### src/rtl/mrwt_pkg.sv
// ----------------------------------------------------------------------------
// mrwt_pkg: shared definitions of the witness round
// Default operand width and the status bundle of the modular multiplier.
// ----------------------------------------------------------------------------
package mrwt_pkg;

   localparam int NUMBER_BITS_DEFAULT = 31;

   typedef struct packed {
      logic busy;
      logic done;
   } mrwt_mm_stat_type;

endpackage

### src/rtl/mrwt_mulmod.sv
// ----------------------------------------------------------------------------
// mrwt_mulmod: bit-serial modular multiplier
// Computes (a * b) mod n by shift and add, one bit of b per cycle, a < n.
// ----------------------------------------------------------------------------
module mrwt_mulmod #(
   parameter int NUMBER_BITS = mrwt_pkg::NUMBER_BITS_DEFAULT
) (
   input  logic                       clock,
   input  logic                       reset,
   input  logic                       start,
   input  logic [NUMBER_BITS-1:0]     a,
   input  logic [NUMBER_BITS-1:0]     b,
   input  logic [NUMBER_BITS-1:0]     n,
   output logic [NUMBER_BITS-1:0]     result,
   output mrwt_pkg::mrwt_mm_stat_type stat
);

   localparam int CW = $clog2(NUMBER_BITS + 1);

   logic [NUMBER_BITS-1:0] acc_ff, acc_in;
   logic [NUMBER_BITS-1:0] addend_ff, addend_in;
   logic [NUMBER_BITS-1:0] b_ff, b_in;
   logic [CW-1:0]          cnt_ff, cnt_in;
   logic                   busy_ff, busy_in;
   logic                   done_ff, done_in;

   logic [NUMBER_BITS:0] acc_sum;
   logic [NUMBER_BITS:0] addend_dbl;
   logic [NUMBER_BITS:0] n_ext;

   assign n_ext      = {1'b0, n};
   assign acc_sum    = {1'b0, acc_ff} + {1'b0, addend_ff};
   assign addend_dbl = {addend_ff, 1'b0};

   always_comb begin
      acc_in    = acc_ff;
      addend_in = addend_ff;
      b_in      = b_ff;
      cnt_in    = cnt_ff;
      busy_in   = busy_ff;
      done_in   = 1'b0;
      if (start) begin
         acc_in    = '0;
         addend_in = a;
         b_in      = b;
         cnt_in    = CW'(NUMBER_BITS);
         busy_in   = 1'b1;
      end else if (busy_ff) begin
         if (b_ff[0]) begin
            // both terms below n, so one subtraction keeps the sum reduced
            acc_in = (acc_sum >= n_ext) ? NUMBER_BITS'(acc_sum - n_ext)
                                        : NUMBER_BITS'(acc_sum);
         end
         addend_in = (addend_dbl >= n_ext) ? NUMBER_BITS'(addend_dbl - n_ext)
                                           : NUMBER_BITS'(addend_dbl);
         b_in   = b_ff >> 1;
         cnt_in = cnt_ff - CW'(1);
         if (cnt_ff == CW'(1)) begin
            busy_in = 1'b0;
            done_in = 1'b1;
         end
      end
   end

   always_ff @(posedge clock) begin
      if (reset) begin
         busy_ff <= 1'b0;
         done_ff <= 1'b0;
         cnt_ff  <= '0;
      end else begin
         busy_ff <= busy_in;
         done_ff <= done_in;
         cnt_ff  <= cnt_in;
      end
      acc_ff    <= acc_in;
      addend_ff <= addend_in;
      b_ff      <= b_in;
   end

   assign result    = acc_ff;
   assign stat.busy = busy_ff;
   assign stat.done = done_ff;

endmodule

### config.mk
export PLATFORM = sky130hd
export DESIGN_NAME = mrwt_mulmod
export DESIGN_NICKNAME = d
export VERILOG_FILES = /design/src/rtl/mrwt_pkg.sv /design/src/rtl/mrwt_mulmod.sv
export SDC_FILE = /design/constraint.sdc
export NUM_CORES = 1
export LEC_CHECK = 0
export ABC_CLOCK_PERIOD_IN_PS = 8200
export BUFFER_PORTS_ARGS = -buffer_cell sky130_fd_sc_hd__buf_2
export CAP_MARGIN = 30
export CORE_UTILIZATION = 38
export CTS_BUF_LIST = sky130_fd_sc_hd__clkbuf_8
export DETAILED_ROUTE_END_ITERATION = 7
export GPL_TIMING_DRIVEN = 0
export PLACE_DENSITY = 0.52
export RECOVER_POWER = 50
export SYNTH_ARGS = -nofsm -noshare
export SYNTH_HDL_FRONTEND = slang
export SYNTH_SLANG_ARGS = --single-unit
### constraint.sdc
create_clock -name clock -period 8.2 [get_ports clock]
set_input_delay 0.82 -clock clock [delete_from_list [all_inputs] [get_ports clock]]
set_output_delay 0.82 -clock clock [all_outputs]
set_load 0.005 [all_outputs]
Word-level counts from Yosys, hierarchy flattened
Index checks and enable logic that the tools add are counted.
{"block": "word_totals", "mem_count": 0, "ff_bits": 100, "elab_cells": 29, "mem_bits_ro": 0, "mem_bits_rw": 0, "latch_bits": 0, "out_inout_bits": 33}
{"block": "classes", "shifts": 0, "div": 0, "n_addsub": 4, "order_cmp": 2, "muxes": 12, "n_eq_ne": 1, "mul": 0, "n_reduce_logical": 3, "bitwise_logic": 1}
{"cell": "31-bit two-way mux", "n": 6}
{"cell": "32-bit by 31-bit >= comparator with 1-bit output", "n": 2}
{"cell": "31-bit subtractor", "n": 2}
{"cell": "31-bit by 31-bit adder with 32-bit output", "n": 1}
{"cell": "5-bit two-way mux", "n": 2}
{"cell": "5-bit by 1-bit equality test with 1-bit output, second input constant", "n": 1}
{"cell": "5-bit by 1-bit subtractor with 5-bit output, second input constant", "n": 1}
{"cell": "1-bit two-way mux", "n": 4}
{"cell": "3-bit OR reduction", "n": 1}
{"cell": "2-bit AND reduction", "n": 1}
{"cell": "2-bit nonzero test", "n": 1}
{"cell": "1-bit NOT", "n": 1}

Depth between registers and ports, before layout
Gate-level depths: netlist (run 1).
{"block": "logic_depth", "depth_word": 4, "mapped_depth": 21, "ltp_nobuf": 20}

Worst setup path after synthesis (run 1)
OpenSTA, ideal clock, no wires.
{"block": "synth_path", "path_type": "register to register", "start": "register addend_ff[0]", "end": "register acc_ff[30], in the netlist result[30]", "t_required_ns": 8.114, "setup_time_ns": 0.086, "path_buffers": 1, "path_stages_with_launch": 21, "t_arrival_ns": 4.434, "setup_slack_ns": 3.680, "cell_sequence": "edfxtp_1 > ha_1 > fa_1 > a211oi_1 > nor2_1 > a41oi_1 > a21boi_1 > o21a_1 > or4b_1 > nand3_1 > ha_1 > clkbuf_1 > nand2_1 > o21bai_1 > a311oi_1 > a22oi_1 > and3_1 > or3_1 > xor2_1 > mux2i_1 > a211oi_1"}
{"block": "synth_between", "elab_chain_len": 3}
{"item": "start: declaration", "line": "mrwt_mulmod.sv:21", "source": "logic [NUMBER_BITS-1:0] addend_ff, addend_in;"}
{"item": "start signal: assignment", "line": "mrwt_mulmod.sv:76", "source": "addend_ff <= addend_in;"}
{"item": "31-bit by 31-bit adder with 32-bit output (*)", "line": "mrwt_mulmod.sv:32", "source": "assign acc_sum = {1'b0, acc_ff} + {1'b0, addend_ff};"}
{"item": "31-bit subtractor or 32-bit by 31-bit >= comparator with 1-bit output (tied branches)", "line": "mrwt_mulmod.sv:51", "source": "acc_in = (acc_sum >= n_ext) ? NUMBER_BITS'(acc_sum - n_ext)"}
{"item": "31-bit two-way mux (*)", "line": "mrwt_mulmod.sv:51"}
{"item": "end signal: assignment", "line": "mrwt_mulmod.sv:75", "source": "acc_ff <= acc_in;"}
{"item": "end: declaration", "line": "mrwt_mulmod.sv:20", "source": "logic [NUMBER_BITS-1:0] acc_ff, acc_in;"}
Mark *: on every way between the ends. The rest lies on a longest branch, timed or not.
A chain may end at the register's enable or synchronous reset.

Final worst setup path (run 1)
{"block": "layout_path", "start": "register addend_ff[0]", "end": "register acc_ff[13], in the netlist result[13]"}
The elaborated chain is that of the path after synthesis.

==> results.yml, run 1 <==
status:
  status: "finished with violations"
  failed_checks: "max-capacitance violations, max-slew violations"
clocking:
  cts.sinks: 100
  cts_hold_buf: 0
  worstSkewPairLatency_ps: 410
  numCtsBuffers: 9
  tritoncts: "built"
  clk_path_buf_depth: 2
  htreeDepth: 3
  ctsResizeCount: 0
  clk_pin_slew_ps: 130
  postCtsSetupRepairBufs: 0
  cts_root_buf: "clkbuf_8"
worst_setup_path:
  cp.required_ps: 8460
  crit_fanout: 10
  rrSetupSlack_ps: 2310
  path_class: "reg2reg"
  cp.arrival_ps: 6150
  reg2regPathDepth: 20
  setup.worst_path.start_class: "register"
  r2r-start: "addend_ff[0]$_DFFE_PP_"
  r2r_end: "result[13]$_SDFFE_PP0P_"
  end_kind: "register"
worst_hold_path:
  hp-class: "reg2reg"
  hp-start: "result[23]$_SDFFE_PP0P_"
  min_path_cells: 2
  hold_path_end: "result[23]$_SDFFE_PP0P_"
yosys:
  ys.warnings.count: 0
  synth.most_common_cell: "a21oi_1"
  syn_inst: 1094
  ys_types: 86
  yosysSeqAreaShare: 0.271
  netlist_top_cells_area: "edfxtp_1 19%, ha_1 12%, dfxtp_1 7.9%"
  synth_xor_area_frac: 0.0688
  synthArstFlopShare: 0
  yosys.area_share.adder: 0.129
  syn_avg_cell_area_sq_um: 8.85
  synth_edf_count: 62
  syn-num-nets: 1288
  synth-compound-area-share: 0.236
  synthMuxAreaShare: 0.102
  syn_area_sq_um: 9680
  synth_top_family_by_area: "compound AO/OA/AOI/OAI gates"
  yosys.area_share.simple: 0.151
  ys_top_cells_by_count: "99 x a21oi_1, 95 x ha_1, 93 x nor2_1, 88 x nand2_1"
  synth_top_area_frac: 0.192
  ys_seq_elements: 100
  yosys.area.top_type: "edfxtp_1"
  ys.flop_type: "edfxtp_1"
route:
  routed_wl_mm: 31.5
  avgRoutedWirePerCell_um: 20.1
  drt_first_iter_violations: 540
  viasPerCell: 5.64
  first_pass_iters: 5
  drcViolationCount: 0
  vias: 8851
  ant_nets: 0
place:
  hpwlAfterDp_mm: 25.4
  gp_congestion: 0.909
  io_buffers: 128
sta:
  slew_viol_final: 52
  worstMarginPinSlew_ps: 2850
  final-setup-viol-count: 0
  hold_viol: 0
  slew_headroom: -0.900
  fin_crit_ps: 5890
  fin_crit_sh: 0.718
  fin_tns_setup_ps: 0
  clock_skew_ps: 27.7
  fmax_mhz: 170
  rsz0062_at_grt: "false"
flow_run:
  maxCapViolCount: 1
power:
  p_leak_nw: 4.76
  p_per_area_nw_per_um2: 368
  worst_ir_drop_vdd_mv: 0.127
  totalPowerFinal_mw: 4.01
global_routing:
  busiest_layer: "met2"
  grt_max_degree: 52
  track_usage: 0.243
  antenna_found_initial: 0
  grt_pass1_wl_mm: 48.0
  grt_overflow: 0
  grt.met3_usage: 0.0318
  grt_pass1_vias: 8431
  use_met2: 0.385
  grt_use_met1: 0.340
floorplanning:
  dieWidth_um: 162
  die_area_sq_um: 26100
  die_y_um: 162
  start_util: 0.385
  ios: 129
  core_sq_um: 25100
  rows: 58
finish:
  nets: 1428
  drive_above_1_share: 0.193
  n_antenna_cell: 0
  area_delta_synth_final_pct: 12.7
  fill_cells: 2576
metrics by stage:
stage          area, sq um  utilization  std cells  setup WS, ps  hold slack, ps
2_1_floorplan         9680            -       1094          3680             465
3_3_place_gp         10700        0.427       1552          2350             490
3_5_place_dp         10800        0.429       1553          2360             493
4_1_cts              10900        0.436       1569          2320             509
5_1_grt              10900        0.434       1569          2050             526
6_report             10900        0.434       1569          2310             512
sequential cells by signal (all words and copies together), names as in the netlist:
name / flops
result: 31
b_ff: 31
done_ff: 1
busy_ff: 1
cnt_ff: 5
addend_ff: 31
worst max-delay path, cell delays in order, from the launching register on:
cell	delay (ps)
edfxtp_1	500
ha_1	270
fa_1	440
a211oi_1	280
nor2_1	140
a41oi_1	470
a21boi_1	160
o21a_1	260
or4b_1	470
nand3_1	180
ha_1	150
clkbuf_1	290
nand4_1	170
nor4_1	450
a21oi_1	150
a31o_4	280
o211ai_4	150
clkbuf_1	590
nand2_1	110
o211ai_1	120
a21oi_1	90
worst max-delay path by stage:
stage / endpoint / from / depth (start not counted)
after CTS: result[13]$_SDFFE_PP0P_ / addend_ff[0]$_DFFE_PP_ / 20
after global placement: result[16]$_SDFFE_PP0P_ / addend_ff[0]$_DFFE_PP_ / 20
after floorplan: result[30]$_SDFFE_PP0P_ / addend_ff[0]$_DFFE_PP_ / 20
after global routing: result[13]$_SDFFE_PP0P_ / addend_ff[0]$_DFFE_PP_ / 20
final: result[13]$_SDFFE_PP0P_ / addend_ff[0]$_DFFE_PP_ / 20
after detailed placement: result[13]$_SDFFE_PP0P_ / addend_ff[0]$_DFFE_PP_ / 20
cell usage in the layout (no fill, tap or decap), drive strengths merged, types with 23 or more instances in the layout:
master / instances
nand2: 88
dfxtp: 38
a21o: 38
nor2: 94
a21oi: 100
clkbuf: 52
xnor2: 45
edfxtp: 62
a211oi: 25
nor3: 23
ha: 95
buf: 131
o21ai: 55
mux2: 71
xor2: 31
inv: 52
power by group:
group          internal (mW)  total, mW  switching [mW]
Clock                  0.116      0.333           0.217
Sequential             0.662      0.787           0.125
Combinational           1.21       2.89            1.68
per-layer routing:
metal | part of all wire | wire length (um)
met5 | 0 | 0
met4 | 0.025 | 783
met3 | 0.048 | 1510
met2 | 0.45 | 14100
met1 | 0.48 | 15100
final cells by class:
type                            count  area, sq um  area share
Multi-Input combinational cell    902         6650       0.610
Sequential cell                   100         2620       0.241
Timing Repair Buffer              129          632      0.0580
Tap cell                          330          413      0.0379
Buffer                             45          229      0.0210
Inverter                           47          176      0.0162
Clock buffer                        9          124      0.0114
Clock inverter                      7         57.6     0.00528
kinds of logic after synthesis:
kind of cell,count (synthesis)
simple gates,306
fa+ha+maj,98
mux,87
xor+xnor,76
buf+inv,92
compound gates,335
flops,100
(Power assumes the default switching activity.)
==> run 2, diff against run 1 <==
--- a/config.mk
+++ b/config.mk
@@ -5,14 +5,14 @@
 export SDC_FILE = /design/constraint.sdc
 export NUM_CORES = 1
 export LEC_CHECK = 0
-export ABC_CLOCK_PERIOD_IN_PS = 8200
+export ABC_CLOCK_PERIOD_IN_PS = 4700
 export BUFFER_PORTS_ARGS = -buffer_cell sky130_fd_sc_hd__buf_2
 export CAP_MARGIN = 30
 export CORE_UTILIZATION = 38
 export CTS_BUF_LIST = sky130_fd_sc_hd__clkbuf_8
 export DETAILED_ROUTE_END_ITERATION = 7
 export GPL_TIMING_DRIVEN = 0
-export PLACE_DENSITY = 0.52
+export PLACE_DENSITY = 0.55
 export RECOVER_POWER = 50
 export SYNTH_ARGS = -nofsm -noshare
 export SYNTH_HDL_FRONTEND = slang
==> constraint.sdc (replaced) <==
create_clock -name clock -period 4.7 [get_ports clock]
set_input_delay 0.47 -clock clock [delete_from_list [all_inputs] [get_ports clock]]
set_output_delay 0.47 -clock clock [all_outputs]
set_load 0.005 [all_outputs]
==> results.yml, run 2 (synthesized netlist as in run 1, its figures left out) <==
sta:
  slew_viol_final: 52
  clock_skew_ps: 18.4
  fin_hold_ws_ps: 302
  final-setup-viol-count: 0
  worstMarginPinSlew_ps: 2870
  hold_viol: 0
  fin_crit_sh: 0.983
  fmax_mhz: 216
  fin_crit_ps: 4620
  slew_headroom: -0.913
  rsz0062_at_grt: "true"
power:
  swShare: 0.490
  pwr-share-seq: 0.175
  power_switching_mw: 3.85
  clockPowerShare: 0.073
  p_per_area_nw_per_um2: 670
  intPower_mw: 4.01
  worst_ir_drop_vdd_mv: 0.226
  p_leak_nw: 5.00
  pwr-share-comb: 0.751
clocking:
  cts_hold_buf: 0
  htreeDepth: 3
  numCtsBuffers: 9
  cts_root_buf: "clkbuf_8"
  cts.sinks: 100
  tritoncts: "built"
  clk_path_buf_depth: 2
  clk_pin_slew_ps: 120
  worstSkewPairLatency_ps: 410
status:
  failed_checks: "max-capacitance violations, max-slew violations"
  status: "finished with violations"
global_routing:
  grt_max_degree: 52
  track_usage: 0.243
  grt_pass1_vias: 8544
  grt_pass1_wl_mm: 48.4
  grt_overflow: 0
  antenna_found_initial: 0
place:
  io_buffers: 128
  dpl-instance-area_sq_um: 10800
  gp_congestion: 0.917
  placedCellCount: 1553
  hpwlAfterDp_mm: 25.4
finish:
  fin_util: 0.468
  n_antenna_cell: 0
  area_delta_synth_final_pct: 21.4
  nets: 1463
  drive_above_1_share: 0.275
  final_cell_mix: "119 x buf_2, 90 x a21oi_1, 88 x nor2_1"
  final_cell_area_sq_um: 11700
  final_cell_count_no_fill: 1604
  final_common_cell: "buf_2"
floorplanning:
  rows: 58
  core_sq_um: 25100
  dieWidth_um: 162
  ios: 129
  die_area_sq_um: 26100
  die_y_um: 162
  start_util: 0.385
worst_setup_path:
  end_kind: "register"
  path_class: "reg2reg"
  cp.required_ps: 4960
  crit_fanout: 5
  cp.arrival_ps: 4890
  rrSetupSlack_ps: 80
  setup.worst_path.start_class: "register"
route:
  drcViolationCount: 0
  routed_wl_mm: 32.6
  ant_nets: 0
  viasPerCell: 5.74
  avgRoutedWirePerCell_um: 20.3
  vias: 9210
  first_pass_iters: 8
  drt_first_iter_violations: 681
worst_hold_path:
  hp-class: "in2reg"
flow_run:
  maxCapViolCount: 1
==> run 2: changes by cell type in the layout (fill, tap and decap cells not counted), sizes merged <==
cell / before / now
clkinv: 1 / 3
inv: 52 / 50
o211ai: 15 / 16
buf: 131 / 172
clkbuf: 52 / 45
==> run 2: layer usage <==
layer  track usage  vias up  wire length [um]
met5             0        -                 0
met2         0.394      317             14800
met4        0.0686        0               878
met3        0.0324       50              1810
met1         0.337     4410             15100
li1              -     4433                 -
==> run 2: repair_timing <==
action	in CTS	in global routing
setup buffers	10	30
endpoints found under the setup margin	31	31
gates resized for setup	39	68
cloned	0	2
pin swaps	7	29
==> run 2: path summary, 6_finish.rpt <==
path                             endpoint               startpoint  cells past startpoint
setup / recovery   result[1]$_SDFFE_PP0P_   addend_ff[0]$_DFFE_PP_                     19
hold / removal     cnt_ff[2]$_SDFFE_PP0P_                    reset                      2
setup reg to reg   result[1]$_SDFFE_PP0P_   addend_ff[0]$_DFFE_PP_                     19
hold reg to reg   result[24]$_SDFFE_PP0P_  result[24]$_SDFFE_PP0P_                      2
==> run 2: power groups by stage <==
stage / combinational [mW] / sequential, mW / clock [mW]
floorplan: 3.85 / 1.27 / 0
global placement: 4.97 / 1.38 / 0
detailed placement: 4.97 / 1.38 / 0
CTS: 5.24 / 1.36 / 0.592
global route: 6.37 / 1.39 / 0.621
finish: 5.91 / 1.38 / 0.577
==> run 2: cell type report <==
class,instances,area [sq um]
Sequential cell,100,2620
Timing Repair Buffer,170,955
Inverter,47,176
Tap cell,330,413
Buffer,38,233
Clock buffer,9,124
Fill cell,2553,13400
Multi-Input combinational cell,903,7160
Clock inverter,7,62.6
==> run 2: critical path, cell delays in order, from the launching register on <==
cell	delay, ps
edfxtp_1	470
ha_4	200
fa_2	370
a211oi_2	220
nor2_2	110
a41oi_4	290
a21oi_4	130
or3_1	400
a21oi_2	210
xnor2_2	90
ha_1	360
and2_4	180
o21ai_1	80
a21oi_1	190
o2111ai_2	140
a31o_4	260
o211ai_4	190
clkbuf_16	260
mux2i_1	230
a211oi_1	100
==> run 2: through the flow <==
step / power (mW) / setup slack, ps / TNS (ps)
floorplan: 5.12 / 180 / 0
global placement: 6.34 / -865 / -21690
detailed placement: 6.35 / -833 / -20740
CTS: 7.19 / -11.5 / -49.1
global route: 8.39 / -94.8 / -1240
finish: 7.86 / 79.1 / 0
==> run 3, diff against run 2 <==
--- a/config.mk
+++ b/config.mk
@@ -8,6 +8,7 @@
 export ABC_CLOCK_PERIOD_IN_PS = 4700
 export BUFFER_PORTS_ARGS = -buffer_cell sky130_fd_sc_hd__buf_2
 export CAP_MARGIN = 30
+export CORE_ASPECT_RATIO = 1.5
 export CORE_UTILIZATION = 38
 export CTS_BUF_LIST = sky130_fd_sc_hd__clkbuf_8
 export DETAILED_ROUTE_END_ITERATION = 7
==> constraint.sdc (replaced) <==
create_clock -name clock -period 4.7 [get_ports clock]
set_input_delay 0.235 -clock clock [delete_from_list [all_inputs] [get_ports clock]]
set_output_delay 0.235 -clock clock [all_outputs]
set_load 0.005 [all_outputs]
==> results.yml, run 3 (synthesized netlist as in run 1, its figures left out) <==
worst_setup_path:
  rrSetupSlack_ps: 20
  setup.worst_path.start_class: "register"
  reg2regPathDepth: 22
  critPathMaxStageDelay_ps: 460
  r2r-start: "addend_ff[0]$_DFFE_PP_"
  crit_slowest_cell: "edfxtp_1"
  crit_chain: "ha_4 > fa_2 > a211oi_2 > nor2_2 > a41oi_2 > buf_6 > a21boi_2 > o21a_2 > o2111ai_2 > nand3_2 > xor2_2 > ha_4 > nand4_1 > buf_4 > o21ai_2 > o21ai_2 > a31o_4 > o211ai_4 > buf_6 > buf_12 > mux2i_2 > a211oi_2"
  end_kind: "register"
  cp.required_ps: 4960
  crit_fanout: 5
  cp_top_family: "compound AO/OA/AOI/OAI gates"
  path_class: "reg2reg"
  cp.arrival_ps: 4940
  critPathBufInv: 4
  r2r_end: "result[5]$_SDFFE_PP0P_"
route:
  drcViolationCount: 0
  ant_nets: 0
  vias: 9252
  avgRoutedWirePerCell_um: 21.5
  drt_first_iter_violations: 554
  routed_wl_mm: 34.6
  first_pass_iters: 5
  viasPerCell: 5.74
place:
  placedCellCount: 1551
  dpl-instance-area_sq_um: 10800
  gp_congestion: 0.916
  io_buffers: 128
  hpwlAfterDp_mm: 26.3
sta:
  slew_viol_final: 58
  slew_headroom: -0.0815
  rsz0062_at_grt: "true"
  hold_viol: 0
  fin_crit_sh: 0.996
  clock_skew_ps: 14.4
  fin_crit_ps: 4680
  fin_tns_setup_ps: 0
  final-setup-viol-count: 0
  worstMarginPinSlew_ps: 1620
  fmax_mhz: 214
worst_hold_path:
  min_path_cells: 2
  hp-start: "reset"
  hp-class: "in2reg"
  hold_path_end: "cnt_ff[0]$_SDFFE_PP0P_"
clocking:
  worstSkewPairLatency_ps: 410
  clk_pin_slew_ps: 110
  cts_root_buf: "clkbuf_8"
  cts_hold_buf: 0
  clk_path_buf_depth: 2
  cts.sinks: 100
  htreeDepth: 3
  tritoncts: "built"
  numCtsBuffers: 9
power:
  p_per_area_nw_per_um2: 716
  p_leak_nw: 5.09
  worst_ir_drop_vdd_mv: 0.297
status:
  status: "finished with violations"
  failed_checks: "max-capacitance violations, max-slew violations"
global_routing:
  antenna_found_initial: 0
  grt_overflow: 0
  grt_max_degree: 58
  grt_pass1_vias: 9238
  track_usage: 0.261
  grt_pass1_wl_mm: 51.6
finish:
  nets: 1472
  final_cell_count_no_fill: 1611
  area_delta_synth_final_pct: 25.5
  final_cell_area_sq_um: 12100
  drive_above_1_share: 0.299
  final_cell_mix: "110 x buf_2, 88 x a21oi_1, 88 x nor2_1"
  n_antenna_cell: 0
  final_common_cell: "buf_2"
floorplanning:
  rows: 71
  die_y_um: 197
  core_sq_um: 25100
  start_util: 0.386
  ios: 129
  dieWidth_um: 132
  die_area_sq_um: 26100
flow_run:
  maxCapViolCount: 1
-- run 3: worst register-to-register path: stages (launching register included) --
cell and delay [ps]:
edfxtp_1 460, ha_4 200, fa_2 360, a211oi_2 260, nor2_2 90, a41oi_2 150, buf_6 160, a21boi_2 80
o21a_2 260, o2111ai_2 190, nand3_2 140, xor2_2 190, ha_4 310, nand4_1 170, buf_4 210, o21ai_2 140
o21ai_2 110, a31o_4 260, o211ai_4 150, buf_6 180, buf_12 150, mux2i_2 240, a211oi_2 90
-- run 3: cell type report --
class	instances	area [sq um]
tap	328	410
clock inverter	7	68.8
fill	2487	12900
timing repair buffer	179	1100
clock buffer	9	124
inverter	47	176
multi-input combinational	902	7380
buffer	39	259
sequential	100	2620
-- run 3: worst max path at each step --
stage	slack [ps]	endpoint	startpoint	depth (start not counted)
CTS	-10	result[1]$_SDFFE_PP0P_	addend_ff[0]$_DFFE_PP_	20
global placement	-1320	result[12]$_SDFFE_PP0P_	addend_ff[0]$_DFFE_PP_	18
global route	-130	result[6]$_SDFFE_PP0P_	addend_ff[0]$_DFFE_PP_	22
finish	20	result[5]$_SDFFE_PP0P_	addend_ff[0]$_DFFE_PP_	22
detailed placement	-1330	result[12]$_SDFFE_PP0P_	addend_ff[0]$_DFFE_PP_	18
floorplan	180	result[30]$_SDFFE_PP0P_	addend_ff[0]$_DFFE_PP_	20
-- run 3: metal layers --
layer	up-vias	global-route usage	wire (um)
li1	4467	-	-
met1	4423	0.296	13700
met2	278	0.489	18000
met3	84	0.0275	1310
met4	0	0.121	1610
met5	-	0	0
-- run 3: through the flow --
stage	setup WS, ps	total power [mW]	hold slack (ps)	util
final	16.5	8.70	74.2	0.485
after global routing	-135	9.23	65.5	0.485
after CTS	-13.5	7.71	47.1	0.459
after detailed placement	-1330	6.43	471	0.429
after global placement	-1320	6.42	473	0.428
after floorplan	180	5.12	307	-
-- run 3: what timing repair did --
action                                  in CTS  in global routing
gates resized for setup                     69                 97
endpoints found under the setup margin      31                 31
setup buffers                               21                 25
gates cloned                                 1                  3
pin swaps                                   26                 61
-- run 3: power by group --
part | switching [mW] | leakage (nW) | internal [mW]
Clock | 0.386 | 0.0964 | 0.207
Sequential | 0.191 | 0.935 | 1.15
Combinational | 3.65 | 4.06 | 3.10
Total | 4.23 | 5.09 | 4.46
